$ cat src/design/clr_pkg.sv
package clr_pkg;

   localparam int COORD_BITS  = 12;
   localparam int ERR_BITS    = COORD_BITS + 1;
   localparam int RES_BITS    = 13;
   localparam int PITCH_BITS  = 14;
   localparam int BPP_BITS    = 3;
   localparam int OFFSET_BITS = 26;
   localparam int COLOR_BITS  = 32;
   localparam int CSR_IDX_BITS  = 2;
   localparam int CSR_DATA_BITS = PITCH_BITS;

   typedef logic [COORD_BITS-1:0] coord_type;

   typedef enum logic {
      CMD_START = 1'b0,
      CMD_STEP  = 1'b1
   } cmd_type;

   // two's complement step: none, +1, -1
   typedef enum logic [1:0] {
      DIR_NONE = 2'd0,
      DIR_POS  = 2'd1,
      DIR_NEG  = 2'd3
   } dir_type;

   typedef enum logic [CSR_IDX_BITS-1:0] {
      CSR_X_RES = 2'd0,
      CSR_Y_RES = 2'd1,
      CSR_PITCH = 2'd2,
      CSR_BPP   = 2'd3
   } csr_idx_type;

   localparam logic [RES_BITS-1:0]   X_RES_RESET = RES_BITS'(640);
   localparam logic [RES_BITS-1:0]   Y_RES_RESET = RES_BITS'(480);
   localparam logic [PITCH_BITS-1:0] PITCH_RESET = PITCH_BITS'(1920);
   localparam logic [BPP_BITS-1:0]   BPP_RESET   = BPP_BITS'(3);

   typedef struct packed {
      logic [RES_BITS-1:0]   x_res;
      logic [RES_BITS-1:0]   y_res;
      logic [PITCH_BITS-1:0] pitch;
      logic [BPP_BITS-1:0]   bpp;
   } cfg_type;

   typedef struct packed {
      logic [OFFSET_BITS-1:0] offset;
      logic                   visible;
   } pix_info_type;

endpackage

$ cat src/design/clr_pixel.sv
module clr_pixel (
   input  clr_pkg::cfg_type      cfg,
   input  clr_pkg::coord_type    px,
   input  clr_pkg::coord_type    py,
   output clr_pkg::pix_info_type info
);
   import clr_pkg::*;

   logic [PITCH_BITS+COORD_BITS-1:0] row_part;
   logic [BPP_BITS+COORD_BITS-1:0]   col_part;
   logic [OFFSET_BITS-1:0]           sum;

   always_comb begin
      row_part = (PITCH_BITS + COORD_BITS)'(cfg.pitch) * (PITCH_BITS + COORD_BITS)'(py);
      col_part = (BPP_BITS + COORD_BITS)'(cfg.bpp) * (BPP_BITS + COORD_BITS)'(px);
      // offset wraps to its width
      sum = OFFSET_BITS'(row_part) + OFFSET_BITS'(col_part);
      info.offset = sum;
      info.visible = (RES_BITS'(px) < cfg.x_res) && (RES_BITS'(py) < cfg.y_res);
   end

endmodule

$ cat src/design/clipped_line_rasterizer.sv
// channel | ports  | beat carries
// req     | req_*  | command, endpoints, line colour
// rsp     | rsp_*  | pixel x/y, byte offset, colour, visible, last
// csr     | csr_*  | register index and write data, no handshake
//
// One beat per clock while req_ready is high: a step beat on an active line
// updates the line state and loads the result register in the same cycle;
// the pixel appears in the cycle after. Start beats load the line and give no result.
// req_ready is high whenever the result register is empty or being taken.
// Synchronous reset clears the line state and sets the register defaults.
module clipped_line_rasterizer (
   input  logic                                 clock,
   input  logic                                 reset,
   input  logic                                 req_valid,
   output logic                                 req_ready,
   input  logic                                 req_command,
   input  clr_pkg::coord_type                   req_x_start,
   input  clr_pkg::coord_type                   req_y_start,
   input  clr_pkg::coord_type                   req_x_end,
   input  clr_pkg::coord_type                   req_y_end,
   input  logic [clr_pkg::COLOR_BITS-1:0]       req_line_color,
   output logic                                 rsp_valid,
   input  logic                                 rsp_ready,
   output clr_pkg::coord_type                   rsp_pixel_x,
   output clr_pkg::coord_type                   rsp_pixel_y,
   output logic [clr_pkg::OFFSET_BITS-1:0]      rsp_byte_offset,
   output logic [clr_pkg::COLOR_BITS-1:0]       rsp_pixel_color,
   output logic                                 rsp_visible,
   output logic                                 rsp_last,
   input  logic                                 csr_write_en,
   input  logic [clr_pkg::CSR_IDX_BITS-1:0]     csr_index,
   input  logic [clr_pkg::CSR_DATA_BITS-1:0]    csr_wdata
);
   import clr_pkg::*;

   function automatic coord_type step_coord(input coord_type c, input dir_type d);
      unique case (d)
         DIR_POS: step_coord = c + coord_type'(1);
         DIR_NEG: step_coord = c - coord_type'(1);
         default: step_coord = c;
      endcase
   endfunction

   cfg_type cfg_ff;

   coord_type cur_x_ff, cur_y_ff, tgt_x_ff, tgt_y_ff, major_ff, minor_ff;
   coord_type cur_x_in, cur_y_in, tgt_x_in, tgt_y_in, major_in, minor_in;
   logic [ERR_BITS-1:0] err_ff, err_in, err_sum;
   dir_type x_dir_ff, y_dir_ff, x_dir_in, y_dir_in;
   logic x_major_ff, x_major_in, active_ff, active_in;
   logic [COLOR_BITS-1:0] color_ff, color_in;

   logic rsp_valid_ff, rsp_valid_in;
   coord_type rsp_x_ff, rsp_y_ff;
   logic [OFFSET_BITS-1:0] rsp_off_ff;
   logic [COLOR_BITS-1:0] rsp_color_ff;
   logic rsp_vis_ff, rsp_last_ff;
   logic load_rsp;

   logic accept, fin;
   coord_type dx, dy;
   pix_info_type info;

   assign req_ready = !rsp_valid_ff || rsp_ready;
   assign accept    = req_valid && req_ready;

   clr_pixel u_pixel (
      .cfg  (cfg_ff),
      .px   (cur_x_ff),
      .py   (cur_y_ff),
      .info (info)
   );

   always_comb begin
      cur_x_in   = cur_x_ff;
      cur_y_in   = cur_y_ff;
      tgt_x_in   = tgt_x_ff;
      tgt_y_in   = tgt_y_ff;
      major_in   = major_ff;
      minor_in   = minor_ff;
      err_in     = err_ff;
      x_dir_in   = x_dir_ff;
      y_dir_in   = y_dir_ff;
      x_major_in = x_major_ff;
      active_in  = active_ff;
      color_in   = color_ff;
      load_rsp   = 1'b0;

      dx  = (req_x_end >= req_x_start) ? req_x_end - req_x_start : req_x_start - req_x_end;
      dy  = (req_y_end >= req_y_start) ? req_y_end - req_y_start : req_y_start - req_y_end;
      fin = x_major_ff ? (cur_x_ff == tgt_x_ff) : (cur_y_ff == tgt_y_ff);
      err_sum = err_ff + ERR_BITS'(minor_ff);

      if (accept) begin
         unique case (cmd_type'(req_command))
            CMD_START: begin
               x_dir_in   = (req_x_end > req_x_start) ? DIR_POS :
                            (req_x_end < req_x_start) ? DIR_NEG : DIR_NONE;
               y_dir_in   = (req_y_end > req_y_start) ? DIR_POS :
                            (req_y_end < req_y_start) ? DIR_NEG : DIR_NONE;
               x_major_in = dy < dx;
               major_in   = (dy < dx) ? dx : dy;
               minor_in   = (dy < dx) ? dy : dx;
               err_in     = ERR_BITS'(major_in >> 1);
               cur_x_in   = req_x_start;
               cur_y_in   = req_y_start;
               tgt_x_in   = req_x_end;
               tgt_y_in   = req_y_end;
               color_in   = req_line_color;
               active_in  = 1'b1;
            end
            CMD_STEP: begin
               if (active_ff) begin
                  load_rsp = 1'b1;
                  if (fin) begin
                     active_in = 1'b0;
                  end else begin
                     err_in = err_sum;
                     if (err_sum > ERR_BITS'(major_ff)) begin
                        err_in = err_sum - ERR_BITS'(major_ff);
                        if (x_major_ff) cur_y_in = step_coord(cur_y_ff, y_dir_ff);
                        else            cur_x_in = step_coord(cur_x_ff, x_dir_ff);
                     end
                     if (x_major_ff) cur_x_in = step_coord(cur_x_ff, x_dir_ff);
                     else            cur_y_in = step_coord(cur_y_ff, y_dir_ff);
                  end
               end
            end
            default: ;
         endcase
      end

      rsp_valid_in = load_rsp || (rsp_valid_ff && !rsp_ready);
   end

   always_ff @(posedge clock) begin
      if (reset) begin
         cfg_ff.x_res <= X_RES_RESET;
         cfg_ff.y_res <= Y_RES_RESET;
         cfg_ff.pitch <= PITCH_RESET;
         cfg_ff.bpp   <= BPP_RESET;
      end else if (csr_write_en) begin
         unique case (csr_idx_type'(csr_index))
            CSR_X_RES: cfg_ff.x_res <= csr_wdata[RES_BITS-1:0];
            CSR_Y_RES: cfg_ff.y_res <= csr_wdata[RES_BITS-1:0];
            CSR_PITCH: cfg_ff.pitch <= csr_wdata[PITCH_BITS-1:0];
            CSR_BPP:   cfg_ff.bpp   <= csr_wdata[BPP_BITS-1:0];
            default: ;
         endcase
      end
   end

   always_ff @(posedge clock) begin
      if (reset) begin
         cur_x_ff     <= '0;
         cur_y_ff     <= '0;
         tgt_x_ff     <= '0;
         tgt_y_ff     <= '0;
         major_ff     <= '0;
         minor_ff     <= '0;
         err_ff       <= '0;
         x_dir_ff     <= DIR_NONE;
         y_dir_ff     <= DIR_NONE;
         x_major_ff   <= 1'b0;
         active_ff    <= 1'b0;
         color_ff     <= '0;
         rsp_valid_ff <= 1'b0;
      end else begin
         cur_x_ff     <= cur_x_in;
         cur_y_ff     <= cur_y_in;
         tgt_x_ff     <= tgt_x_in;
         tgt_y_ff     <= tgt_y_in;
         major_ff     <= major_in;
         minor_ff     <= minor_in;
         err_ff       <= err_in;
         x_dir_ff     <= x_dir_in;
         y_dir_ff     <= y_dir_in;
         x_major_ff   <= x_major_in;
         active_ff    <= active_in;
         color_ff     <= color_in;
         rsp_valid_ff <= rsp_valid_in;
      end
   end

   // result payload, taken from the pixel before the step
   always_ff @(posedge clock) begin
      if (load_rsp) begin
         rsp_x_ff     <= cur_x_ff;
         rsp_y_ff     <= cur_y_ff;
         rsp_off_ff   <= info.offset;
         rsp_color_ff <= color_ff;
         rsp_vis_ff   <= info.visible;
         rsp_last_ff  <= fin;
      end
   end

   assign rsp_valid       = rsp_valid_ff;
   assign rsp_pixel_x     = rsp_x_ff;
   assign rsp_pixel_y     = rsp_y_ff;
   assign rsp_byte_offset = rsp_off_ff;
   assign rsp_pixel_color = rsp_color_ff;
   assign rsp_visible     = rsp_vis_ff;
   assign rsp_last        = rsp_last_ff;

endmodule

$ cat config.mk
export PLATFORM = sky130hd
export DESIGN_NAME = clipped_line_rasterizer
export DESIGN_NICKNAME = d
export VERILOG_FILES = /design/src/design/clr_pkg.sv /design/src/design/clr_pixel.sv /design/src/design/clipped_line_rasterizer.sv
export SDC_FILE = /design/constraint.sdc
export NUM_CORES = 1
export LEC_CHECK = 0
export ABC_CLOCK_PERIOD_IN_PS = 11800
export BUFFER_PORTS_ARGS = -buffer_cell sky130_fd_sc_hd__buf_2
export CORE_MARGIN = 4
export CORE_UTILIZATION = 50
export CTS_BUF_LIST = sky130_fd_sc_hd__clkbuf_8
export DETAILED_ROUTE_END_ITERATION = 7
export GPL_ROUTABILITY_DRIVEN = 0
export GPL_TIMING_DRIVEN = 0
export HOLD_SLACK_MARGIN = 0.08
export PLACE_DENSITY = 0.75
export SYNTH_ARGS = -nofsm -noshare
export SYNTH_HDL_FRONTEND = slang
export SYNTH_SLANG_ARGS = --single-unit
$ cat constraint.sdc
create_clock -name clock -period 11.8 [get_ports clock]
set_clock_uncertainty 0.15 [all_clocks]
set_input_delay 1.77 -clock clock [delete_from_list [all_inputs] [get_ports clock]]
set_output_delay 1.77 -clock clock [all_outputs]
set_load 0.005 [all_outputs]
==> out/results.ini <==
[power_and_ir_drop]
ir_worst_vdd_mv = 0.173
p_leak_nw = 11.3
powerDensity_mw_per_mm2 = 137

[outcome]
run_status = complete, no violations

[drt]
drtPass1Iterations = 6
highest-signal-layer = met5
wire_per_inst_um = 19.3
wirelength_met1_um = 24100
viasPerCell = 5.70
wl_met2_um = 29500
route.detailed.drc = 0
met3_length_um = 4840
wl_um = 62100
drt_first_iter_violations = 1245
ant_nets = 0
vias = 18362

[worst_setup_path]
crit_fanout = 10
cpMostUsedCell = fa_1
critPathRequiredTime_ns = 12.04
reg2reg_from = cur_y_ff[0]$_SDFFE_PP0P_
critPathKind = reg -> reg
path_cells = clkbuf_1 -> clkbuf_1 -> and2_1 -> fa_1 -> inv_1 -> fa_1 -> inv_1 -> fa_1 -> fa_1 -> fa_1 -> inv_1 -> fa_1 -> inv_1 -> ha_1 -> and2_1 -> a221oi_1 -> o21bai_1 -> a22o_1 -> a311oi_1 -> o41ai_1 -> a21oi_1 -> xnor2_1
crit_path_max_incr_delay_ns = 0.56
worst-path-buf-inv = 6
r2r-end = rsp_byte_offset[24]$_DFFE_PP_
critPathSlowestCell = clkbuf_1
rrSetupSlack_ns = 4.56
reg2reg_depth = 22
crit_family = adder cells
cp-end-kind = flop
startpoint_type = flop
cp_num_cells = 22
arrival_ns = 7.48

[synthesis]
syn_area_mm2 = 0.0213
synthFlopType = dfxtp_1
synthAdderAreaFrac_pct = 27.6
ys_ff_latch = 251
synthSimpleGateAreaFrac_pct = 16.5
synth-async-reset-ratio_pct = 0
synthCells = 2408
synth_top_family_by_area = adder cells
synthDominantCellAreaShare_pct = 15.7
ys_warn_count = 0
ys_types = 87
syn_nets = 2883
synth_edf_count = 84
synth_area_leaders = dfxtp_1, fa_1, ha_1
muxShareOfSynthArea_pct = 2.05
synthXorXnorAreaFrac_pct = 3.81
synth_compound_area_share_pct = 14.7
yosys.area.top_type = dfxtp_1
syn_avg_cell_area_um2 = 8.86
ys_seq_area_share_pct = 27.5

[sta]
rsz0062_at_grt = false
holdWs_ns = 0.277
finalSetupViolCount = 0
finalMaxSlewViolations = 0
worst_pin_slew_ns = 1.02
slew_headroom_pct = 32.0
setup_tns_ns = 0
setup_slack_ns = 4.56
min_period_over_period_pct = 61.4
hold_violations = 0
timing.fmax_mhz = 138
fin_crit_ns = 7.24

[placed_design]
post-dp-hpwl_um = 48600
placedCellCount = 3135
io_buffers = 187
dp_slack_ns = 4.56

[floorplan]
die-width_um = 215
fp.dieH_um = 215
rows = 75
start_util_pct = 50.7
core_mm2 = 0.0420
pin_count = 188
die_area_mm2 = 0.0460

[grt]
grt_pass1_wl_um = 96700
grt_overflow = 0
grt_max_degree = 56
antenna_found_initial = 12
grt_pass1_vias = 18377
track_usage_pct = 26.2

[worst_hold_path]
hold_end = rsp_pixel_color[12]$_DFFE_PP_
hp-class = reg -> reg
hp-start = color_ff[12]$_SDFFE_PP0P_
hold-path-cell-count = 0

[layout]
synthToLayoutAreaGrowth_pct = 12.1
final_util_pct = 56.8
fillers = 3680
drive_gt1_share_pct = 11.7
fin_cells = 3224
fin_nets = 3118

[clock_tree]
clk_latency_ns = 0.64
cts_hold_buf = 0
clkSinkCount = 251
cts_tree = built
cts_resized = 0
cts-root-buf = clkbuf_8
cts_buffers = 45
clock_path_buffers = 3
clk_pin_slew_ns = 0.06
h-tree-depth = 2
post_cts_buffers = 0

[run]
maxCapViolCount = 0

layer usage:
metal | GRT usage, % | vias to the layer above
met5 | 0 | -
met4 | 14.3 | 8
met3 | 5.27 | 228
met2 | 44.6 | 789
met1 | 31.1 | 8787
li1 | - | 8550
flip-flops by register name, indices dropped and copies added, names as in the netlist:
signal           flops
x_major_ff           1
tgt_x_ff            12
rsp_valid            1
major_ff            12
rsp_pixel_color     32
active_ff            1
y_dir_ff             2
color_ff            32
cur_y_ff            12
rsp_last             1
err_ff              13
tgt_y_ff            12
rsp_pixel_x         12
rsp_byte_offset     26
x_dir_ff             2
rsp_visible          1
cur_x_ff            12
minor_ff            12
rsp_pixel_y         12
cfg_ff              43
layout make-up:
class	instances	area [um^2]	area share, %
sequential	251	5870	24.5
timing repair buffer	188	963	4.03
buffer	114	494	2.07
clock inverter	28	184	0.770
multi-input combinational	1734	13800	57.8
tap	539	674	2.82
antenna	8	20.0	0.0838
inverter	309	1160	4.86
clock buffer	53	729	3.05
through the flow:
step                area, um^2  power [mW]
floorplan                21300        2.06
global placement         22900        2.36
detailed placement       23000        2.41
CTS                      23900        3.27
global route             23900        3.49
finish                   23900        3.27
cell usage in the layout, fill, tap and decap left out, types with 15 or more instances in the layout:
| cell | count |
|---|---|
| o21ai_0 | 53 |
| a31oi_1 | 16 |
| xnor2_1 | 67 |
| nand3_1 | 42 |
| a21o_1 | 44 |
| ha_1 | 210 |
| edfxtp_1 | 84 |
| dfxtp_1 | 167 |
| nor2_1 | 87 |
| a211oi_1 | 32 |
| o211ai_1 | 22 |
| mux2i_1 | 34 |
| nor3_1 | 33 |
| and3_1 | 15 |
| fa_1 | 163 |
| nand2_1 | 358 |
| xor2_1 | 24 |
| clkbuf_1 | 89 |
| buf_2 | 201 |
| o21a_1 | 19 |
| a21oi_1 | 193 |
| and2_1 | 128 |
| clkbuf_8 | 53 |
| inv_1 | 319 |
synthesized netlist by cell type, types with 13 or more instances:
master	count
a211oi_1	32
a21o_1	44
a21oi_1	193
a31oi_1	16
and2_1	128
and3_1	15
buf_2	14
clkbuf_1	89
dfxtp_1	167
edfxtp_1	84
fa_1	163
ha_1	210
inv_1	308
mux2i_1	34
nand2_1	358
nand2b_1	14
nand3_1	42
nand4_1	13
nor2_1	87
nor3_1	33
o211ai_1	22
o21a_1	19
o21ai_0	53
xnor2_1	67
xor2_1	24
power breakdown:
group | leakage (nW) | switching (mW) | internal, mW | total (mW)
Sequential | 2.17 | 0.0609 | 0.964 | 1.03
Combinational | 8.61 | 0.841 | 0.562 | 1.40
Clock | 0.520 | 0.393 | 0.454 | 0.847
worst max path at each step:
stage	endpoint	from
after floorplan	minor_ff[3]$_SDFFE_PP0P_	req_y_end[0]
after global placement	rsp_byte_offset[24]$_DFFE_PP_	cur_y_ff[0]$_SDFFE_PP0P_
after detailed placement	rsp_byte_offset[24]$_DFFE_PP_	cur_y_ff[0]$_SDFFE_PP0P_
after CTS	rsp_byte_offset[24]$_DFFE_PP_	cur_y_ff[0]$_SDFFE_PP0P_
after global routing	rsp_byte_offset[24]$_DFFE_PP_	cur_y_ff[0]$_SDFFE_PP0P_
final	rsp_byte_offset[24]$_DFFE_PP_	cur_y_ff[0]$_SDFFE_PP0P_
logic make-up after synthesis:
| group | Yosys count |
|---|---|
| fa+ha+maj | 373 |
| simple gates | 748 |
| compound gates | 479 |
| mux | 42 |
| buf+inv | 423 |
| flops | 251 |
| xor+xnor | 92 |
Power figures use the tool's default switching activity.
